[src/design/pdmq_pkg.sv]
// Package for the priority drop message queue.
// Holds sizes, payload and command types, codes and slot index helpers.
// No dependencies.
package pdmq_pkg;

	localparam int QUEUE_DEPTH = 16;
	localparam int MESSAGE_BYTES = 64;
	localparam int HIGH_PRIORITY = 2;

	localparam int SLOT_W = $clog2(QUEUE_DEPTH);
	localparam int CNT_W = $clog2(QUEUE_DEPTH + 1);
	localparam int SUM_W = CNT_W + 1;
	localparam int BYTE_W = $clog2(MESSAGE_BYTES);
	localparam int BIDX_W = $clog2(MESSAGE_BYTES + 1);
	localparam int ADDR_W = $clog2(QUEUE_DEPTH * MESSAGE_BYTES);

	typedef enum logic [2:0] {
		OP_ENQ   = 3'd0,
		OP_DEQ   = 3'd1,
		OP_PEEK  = 3'd2,
		OP_SWEEP = 3'd3,
		OP_TICK  = 3'd4,
		OP_CLEAR = 3'd5
	} op_t;

	typedef enum logic [2:0] {
		ST_BYTE   = 3'd0,
		ST_ACCEPT = 3'd1,
		ST_REJECT = 3'd2,
		ST_EMPTY  = 3'd3,
		ST_SWEEP  = 3'd4
	} status_t;

	typedef enum logic [4:0] {
		S_IDLE, S_PUSH, S_LOWSCAN, S_CMP_META, S_CMP_BYTE, S_FULLCHK, S_COPY,
		S_RETIRE, S_FIND, S_DELIV, S_SWEEP, S_OLD_INIT, S_OLD, S_EMIT, S_BRD, S_BLD
	} state_t;

	typedef struct packed {
		logic [2:0] operation;
		logic [7:0] byte_value;
		logic       last_byte;
		logic [7:0] priority_req;
		logic [6:0] read_limit;
	} in_t;

	typedef struct packed {
		logic [2:0]  status;
		logic [7:0]  data_byte;
		logic        last;
		logic [5:0]  copy_length;
		logic [4:0]  removed_count;
		logic [4:0]  occupied;
		logic [31:0] oldest_time;
	} out_t;

	typedef struct packed {
		op_t        op;
		logic [7:0] byte_value;
		logic       last_byte;
		logic       high;
		logic [6:0] limit;
	} cmd_t;

	function automatic logic [SLOT_W-1:0] slot_at(input logic [SLOT_W-1:0] base,
			input logic [CNT_W-1:0] off);
		logic [SUM_W-1:0] sum;
		sum = SUM_W'(base) + SUM_W'(off);
		if (sum >= SUM_W'(QUEUE_DEPTH)) begin
			sum = sum - SUM_W'(QUEUE_DEPTH);
		end
		return sum[SLOT_W-1:0];
	endfunction

	function automatic logic [SLOT_W-1:0] slot_inc(input logic [SLOT_W-1:0] s);
		return (s == SLOT_W'(QUEUE_DEPTH - 1)) ? '0 : s + 1'b1;
	endfunction

	function automatic logic [SLOT_W-1:0] slot_dec(input logic [SLOT_W-1:0] s);
		return (s == '0) ? SLOT_W'(QUEUE_DEPTH - 1) : s - 1'b1;
	endfunction

	function automatic logic [ADDR_W-1:0] slot_addr(input logic [SLOT_W-1:0] s,
			input logic [BIDX_W-1:0] b);
		return ADDR_W'(s) * ADDR_W'(MESSAGE_BYTES) + ADDR_W'(b);
	endfunction

endpackage

[src/design/pdmq_front.sv]
// Front end of the message queue: takes input items, classifies them into commands.
// Commands wait in a two-entry queue for the back end. Depends on pdmq_pkg.
module pdmq_front import pdmq_pkg::*; (
	input  logic clk,
	input  logic arst_n,
	input  logic in_valid,
	output logic in_ready,
	input  in_t  in_data,
	output logic cmd_valid,
	input  logic cmd_pop,
	output cmd_t cmd
);

	cmd_t       fifo_q [2];
	logic       wp_q;
	logic       rp_q;
	logic [1:0] fill_q;
	logic       push;
	logic       pop;
	cmd_t       cmd_d;

	assign in_ready = (fill_q != 2'd2);
	assign cmd_valid = (fill_q != 2'd0);
	assign cmd = fifo_q[rp_q];
	assign pop = cmd_valid && cmd_pop;

	always_comb begin
		cmd_d.op = op_t'(in_data.operation);
		cmd_d.byte_value = in_data.byte_value;
		cmd_d.last_byte = in_data.last_byte;
		cmd_d.high = (in_data.priority_req >= 8'(HIGH_PRIORITY));
		cmd_d.limit = (in_data.read_limit == 7'd0) ? 7'd1 : in_data.read_limit;
		push = in_valid && in_ready && (in_data.operation inside {[OP_ENQ:OP_CLEAR]});
	end

	always_ff @(posedge clk) begin
		if (push) begin
			fifo_q[wp_q] <= cmd_d;
		end
	end

	always_ff @(posedge clk or negedge arst_n) begin
		if (!arst_n) begin
			wp_q <= 1'b0;
			rp_q <= 1'b0;
			fill_q <= 2'd0;
		end else begin
			if (push) begin
				wp_q <= ~wp_q;
			end
			if (pop) begin
				rp_q <= ~rp_q;
			end
			fill_q <= fill_q + 2'(push) - 2'(pop);
		end
	end

endmodule

[config.mk]
export PLATFORM = sky130hd
export DESIGN_NAME = pdmq_front
export DESIGN_NICKNAME = d
export VERILOG_FILES = /design/src/design/pdmq_pkg.sv /design/src/design/pdmq_front.sv
export SDC_FILE = /design/constraint.sdc
export NUM_CORES = 1
export LEC_CHECK = 0
export BUFFER_PORTS_ARGS = -buffer_cell sky130_fd_sc_hd__buf_2
export CORE_MARGIN = 3
export CORE_UTILIZATION = 25
export DETAILED_ROUTE_END_ITERATION = 10
export SETUP_SLACK_MARGIN = 0.05
export SYNTH_ARGS = -nofsm -noshare
export SYNTH_HDL_FRONTEND = slang
export SYNTH_SLANG_ARGS = --single-unit
export TNS_END_PERCENT = 1
[constraint.sdc]
create_clock -name clk -period 1.85 [get_ports clk]
set_clock_uncertainty 0.15 [all_clocks]
set_input_delay 0.2775 -clock clk [delete_from_list [all_inputs] [get_ports clk]]
set_output_delay 0.2775 -clock clk [all_outputs]
set_load 0.1 [all_outputs]
==> results of run 1 <==
## layout by cell type, fill, tap and decap left out, types with 2 or more instances in the layout
cell type  synthesis  routed
buf_4              2       4
nor2_4             0       2
edfxtp_1          40      40
mux2_2            20      20
dfrtp_1            4       3
buf_12             0      21
xnor2_1            3       2
nand2_1            2       2
buf_2              0      31
clkbuf_8           0       5
ha_4               0       2
nor4_1             2       2
## logic make-up after synthesis
group / after synthesis
flip-flops: 44
multiplexers: 20
AND/OR/NAND/NOR: 12
buffers and inverters: 10
XOR/XNOR: 4
adder cells (fa/ha/maj): 2
AO/OA/AOI/OAI: 1
## routing by layer
| metal | part of all wire, % | vias up | global-route usage (%) |
|---|---|---|---|
| met1 | 41 | 472 | 9.97 |
| met2 | 51 | 36 | 14.9 |
| met4 | 0 | 0 | 2.06 |
| li1 | - | 451 | - |
| met5 | 0 | - | 0 |
| met3 | 7.9 | 0 | 3.82 |
## area by class of cell
class / count / area [sq um] / share of cell area (%)
clock inverter: 2 / 11.3 / 0.445
sequential: 44 / 1300 / 51.5
clock buffer: 6 / 72.6 / 2.87
inverter: 2 / 7.51 / 0.297
timing repair buffer: 57 / 616 / 24.3
multi-input combinational: 39 / 425 / 16.8
tap: 77 / 96.3 / 3.81
## metrics by stage
| stage | instance area, sq um | util, % | instances |
|---|---|---|---|
| floorplan | 1770 | - | 93 |
| detailed placement | 2440 | 37.7 | 218 |
| finish | 2530 | 39.2 | 227 |
| global placement | 2440 | 37.7 | 218 |
| global route | 2530 | 39.2 | 227 |
| CTS | 2530 | 39.2 | 227 |
## final timing paths
kind / from / end / cells after the start
worst max register to register: fill_q[0] / fill_q[1] / 7
worst min-delay path: in_data[18] / fifo_q[0][11] / 1
worst max-delay path: rp_q / cmd[12] / 3
worst min register to register: fill_q[1] / fill_q[1] / 1
min in group asynchronous: arst_n / wp_q / 2
max in group asynchronous: arst_n / fill_q[1] / 2
## state kept, by name, summed over array words and instances (netlist names)
register / flops
fifo_q: 40
fill_q: 2
rp_q: 1
wp_q: 1
## what timing repair did
action,4_1_cts,5_1_grt
buffers inserted,0,0
gates resized for setup,0,1
hold buffers,1,0
endpoints found under the hold margin,4,0
pin swaps,4,1
setup endpoints to repair,21,21
## worst register-to-register path, delay by kind of cell (launching register included)
| family | cells | cell delay, ns |
|---|---|---|
| DFF | 1 | 0.43 |
| and+or+nand+nor | 2 | 0.42 |
| adders and majority gates | 2 | 0.41 |
| xor gates and xnor gates | 2 | 0.25 |
| buffers and inverters | 1 | 0.03 |
==> flow_summary.toml, run 1 <==
[status]
status = "complete, no violations"

[cts]
cts.sink_count = 44
cts_root_buf = "clkbuf_8"
clkLatencyLatePin_ns = 0.28
cts_tree = "built"
clk_pin_slew_worst_paths_ns = 0.08
numCtsBuffers = 5
cts_max_path_buffers = 2
htree_num_levels = 2

[placement]
place_hpwl_microns = 2220
gp_congestion = 0.621
dp_worst_setup_slack_ns = 0.0371
port_buffers = 51

[sta]
fin_crit_sh_pct = 99.0
slew_headroom_pct = 67.5
setup_tns_ns = 0
rsz0062_at_grt = "yes"
finalWorstSetupSlack_ns = 0.0185
tightestPinTransition_ns = 0.490
fmaxAchievable_ghz = 0.546
slew_viol_final = 0
hold_viol = 0
final-setup-viol-count = 0
holdWs_ns = 0.0276
fin_crit_ns = 1.83

[grt]
grt_use_total_pct = 8.67
grt_overflow_total = 0
grt_pass1_vias = 1077
grt_max_degree = 22
grt_pass1_wl_microns = 5040
antenna_found_initial = 0

[finish]
fillers = 594
n_antenna_cell = 0
fin_nets = 182
final_layout_size_suffix_gt1_share_pct = 62.0
syn2layout_area_growth_pct = 48.8

[floorplanning]
start_util_pct = 26.3
dieArea_sq_um = 7830
core.rowCount = 29
die_y_microns = 88.5
fp.dieW_microns = 88.5
ioPinCount = 53
core-area_sq_um = 6460

[setup_path]
slowest_stage = "mux2_2"
path_buf_inv = 2
crit_chain = "buf_12 -> mux2_2 -> buf_12"
critPathCaptureType = "output port"
crit_path_max_fanout = 21
critPathMaxStageDelay_ns = 0.39
path_class = "reg2out"
worstPathRequired_ns = 1.42
start_kind = "register"
critPathTopFamily = "multiplexers"
r2r_slack_ns = 0.06
arrival_ns = 1.40
cpMostUsedCell = "buf_12"

[synth]
seq_area_frac_synth_pct = 76.5
synth.distinct_cells = 18
synth_compound_area_share_pct = 0.441
synth_area_sq_um = 1700
synth-seq-cells = 44
synth_fa_ha_area_share_pct = 1.47
synthCells = 93
synth_top_area_share_pct = 70.6
yosys_warnings = 0
synth_simple_gate_area_share_pct = 3.68
synth-xor-area-share_pct = 2.06
synth_most_common_cell = "edfxtp_1"
synthArstFlopShare_pct = 9.09
yosysTopAreaCell = "edfxtp_1"
synth_top_family_by_area = "multiplexers"
synth_mux_area_share_pct = 13.2
synth_edf_count = 40
synth.area.top_cells = "edfxtp_1 (71%), mux2_2 (13%), dfrtp_1 (5.9%), xnor2_1 (1.5%), ha_1 (1.5%)"
synth_commonest_cells = "edfxtp_1 (40), mux2_2 (20), clkbuf_1 (6)"
synth_area_per_cell_sq_um = 18.3
syn_nets = 126
synth_ff_type = "edfxtp_1"

[route]
ant_nets = 0
drtPass1Iterations = 4
wirelength_microns = 3000
avgViaCountPerCell = 4.22
wl_per_cell_microns = 13.2
drc = 0
drt_iter0_drc = 39
num_vias = 959

[min_path]
hp-class = "in2reg"

[job]
maxCapViolCount = 0
Power of run 1 is not shown: default switching activity piles up to over one toggle a cycle in this logic, so the estimate is an artifact.
==> inputs of run 2 (changes only) <==
HOLD_SLACK_MARGIN = 0.12   (was unset)
==> run 2 against run 1 <==
Clock-buffer cell count did not move. Sequential share of layout area fell by 4.7 points. Global-route usage rose by 0.45 points. Worst hold slack improved by 0.15 ns. Wire length rose by 7.2%. Critical path depth did not move. Cell count rose by 11%. Register-to-register slack barely moved. Non-clock buffer count rose by 25. Highest routed layer unchanged.
==> flow_summary.toml, run 2 (synthesis gave the netlist of run 1 again) <==
[setup_path]
critPathCaptureType = "output port"
critPathMaxStageDelay_ns = 0.39
slowest_stage = "mux2_2"
crit_path_max_fanout = 21
cpMostUsedCell = "buf_12"
critPathLaunch = "rp_q"
worstPathRequired_ns = 1.42
critPathTopFamily = "multiplexers"
crit_chain = "buf_12 -> mux2_2 -> buf_12"
start_kind = "register"
path_class = "reg2out"
path_buf_inv = 2
rr_startpoint = "fill_q[0]"
arrival_ns = 1.41

[sta]
setup_tns_ns = 0
slew_viol_final = 0
fin_crit_ns = 1.83
finalWorstSetupSlack_ns = 0.0174
rsz0062_at_grt = "yes"
fmaxAchievable_ghz = 0.546
final-setup-viol-count = 0
hold_viol = 0
fin_crit_sh_pct = 99.1
tightestPinTransition_ns = 0.490
slew_headroom_pct = 67.5

[cts]
htree_num_levels = 2
clkLatencyLatePin_ns = 0.28
cts_tree = "built"
cts_max_path_buffers = 2
cts_root_buf = "clkbuf_8"
clk_pin_slew_worst_paths_ns = 0.08
numCtsBuffers = 5
cts.sink_count = 44

[route]
drtPass1Iterations = 4
drt_iter0_drc = 35
wl_per_cell_microns = 12.8
drc = 0
avgViaCountPerCell = 4.13
ant_nets = 0
num_vias = 1041
wirelength_microns = 3220

[placement]
place_hpwl_microns = 2220
port_buffers = 51
dp_worst_setup_slack_ns = 0.0371
gp_congestion = 0.621

[min_path]
hp-class = "in2reg"
hold_path.startpoint = "cmd_pop"

[finish]
syn2layout_area_growth_pct = 63.6
n_antenna_cell = 0
top_register = "fifo_q"
layout_common_cells = "edfxtp_1 (40), buf_2 (31), dlygate4sd3_1 (25)"
final_common_cell = "edfxtp_1"
fin_nets = 207
reg.largest.list = "fifo_q x40, fill_q x2"
largest_reg_flops = 40
fillers = 571
final_layout_size_suffix_gt1_share_pct = 53.1

[grt]
grt_pass1_wl_microns = 5390
grt_use_total_pct = 9.12
antenna_found_initial = 0
grt_pass1_vias = 1179
grt_overflow_total = 0
grt_max_degree = 22

[floorplanning]
ioPinCount = 53
core.rowCount = 29
fp.dieW_microns = 88.5
core-area_sq_um = 6460
die_y_microns = 88.5
start_util_pct = 26.3
dieArea_sq_um = 7830

[status]
status = "complete, no violations"

[job]
maxCapViolCount = 0
## run 2: layout make-up
class / count / area (sq um) / area share [%]
clock buffer: 6 / 72.6 / 2.61
clock inverter: 2 / 11.3 / 0.404
inverter: 2 / 7.51 / 0.270
multi-input combinational: 39 / 425 / 15.3
sequential: 44 / 1300 / 46.8
tap: 77 / 96.3 / 3.46
timing repair buffer: 82 / 868 / 31.2
## run 2: worst reg2reg max path: cells and delay by family (launching register included)
family / cells / cell delay, ns
DFF: 1 / 0.43
buffers and inverters: 1 / 0.03
xor gates and xnor gates: 2 / 0.25
adders and majority gates: 2 / 0.41
and+or+nand+nor: 2 / 0.42
## run 2: final timing paths
kind	endpoint	cells past startpoint	slack [ns]
max	cmd[10]	3	0.02
min	rp_q	3	0.17
max reg2reg	fill_q[1]	7	0.06
min reg2reg	fill_q[1]	1	0.38
max in group asynchronous	fill_q[1]	2	1.23
min in group asynchronous	wp_q	2	0.18
## run 2: routing by layer
layer  track usage [%]  vias up  routed length (microns)
li1                  -      501                        -
met1              10.3      504                     1330
met2              16.2       36                     1680
met3              3.63        0                      217
met4              2.06        0                        0
met5                 0        -                        0
## run 2: repair_timing
action / in CTS / in global routing
resized for setup: 0 / 2
pin swaps: 4 / 1
hold endpoints to repair: 44 / 0
hold buffers: 26 / 0
setup endpoints to repair: 21 / 23
setup buffers: 0 / 0
## run 2: metrics by stage
step | cells | hold WS (ns) | cell area, sq um | util [%]
final | 252 | 0.175 | 2780 | 43.1
after global routing | 252 | 0.161 | 2780 | 43.1
after detailed placement | 218 | -0.0582 | 2440 | 37.7
after CTS | 252 | 0.159 | 2780 | 43.0
after floorplan | 93 | -0.168 | 1770 | -
after global placement | 218 | -0.0608 | 2440 | 37.7
Power of run 2 is left out for the same reason.
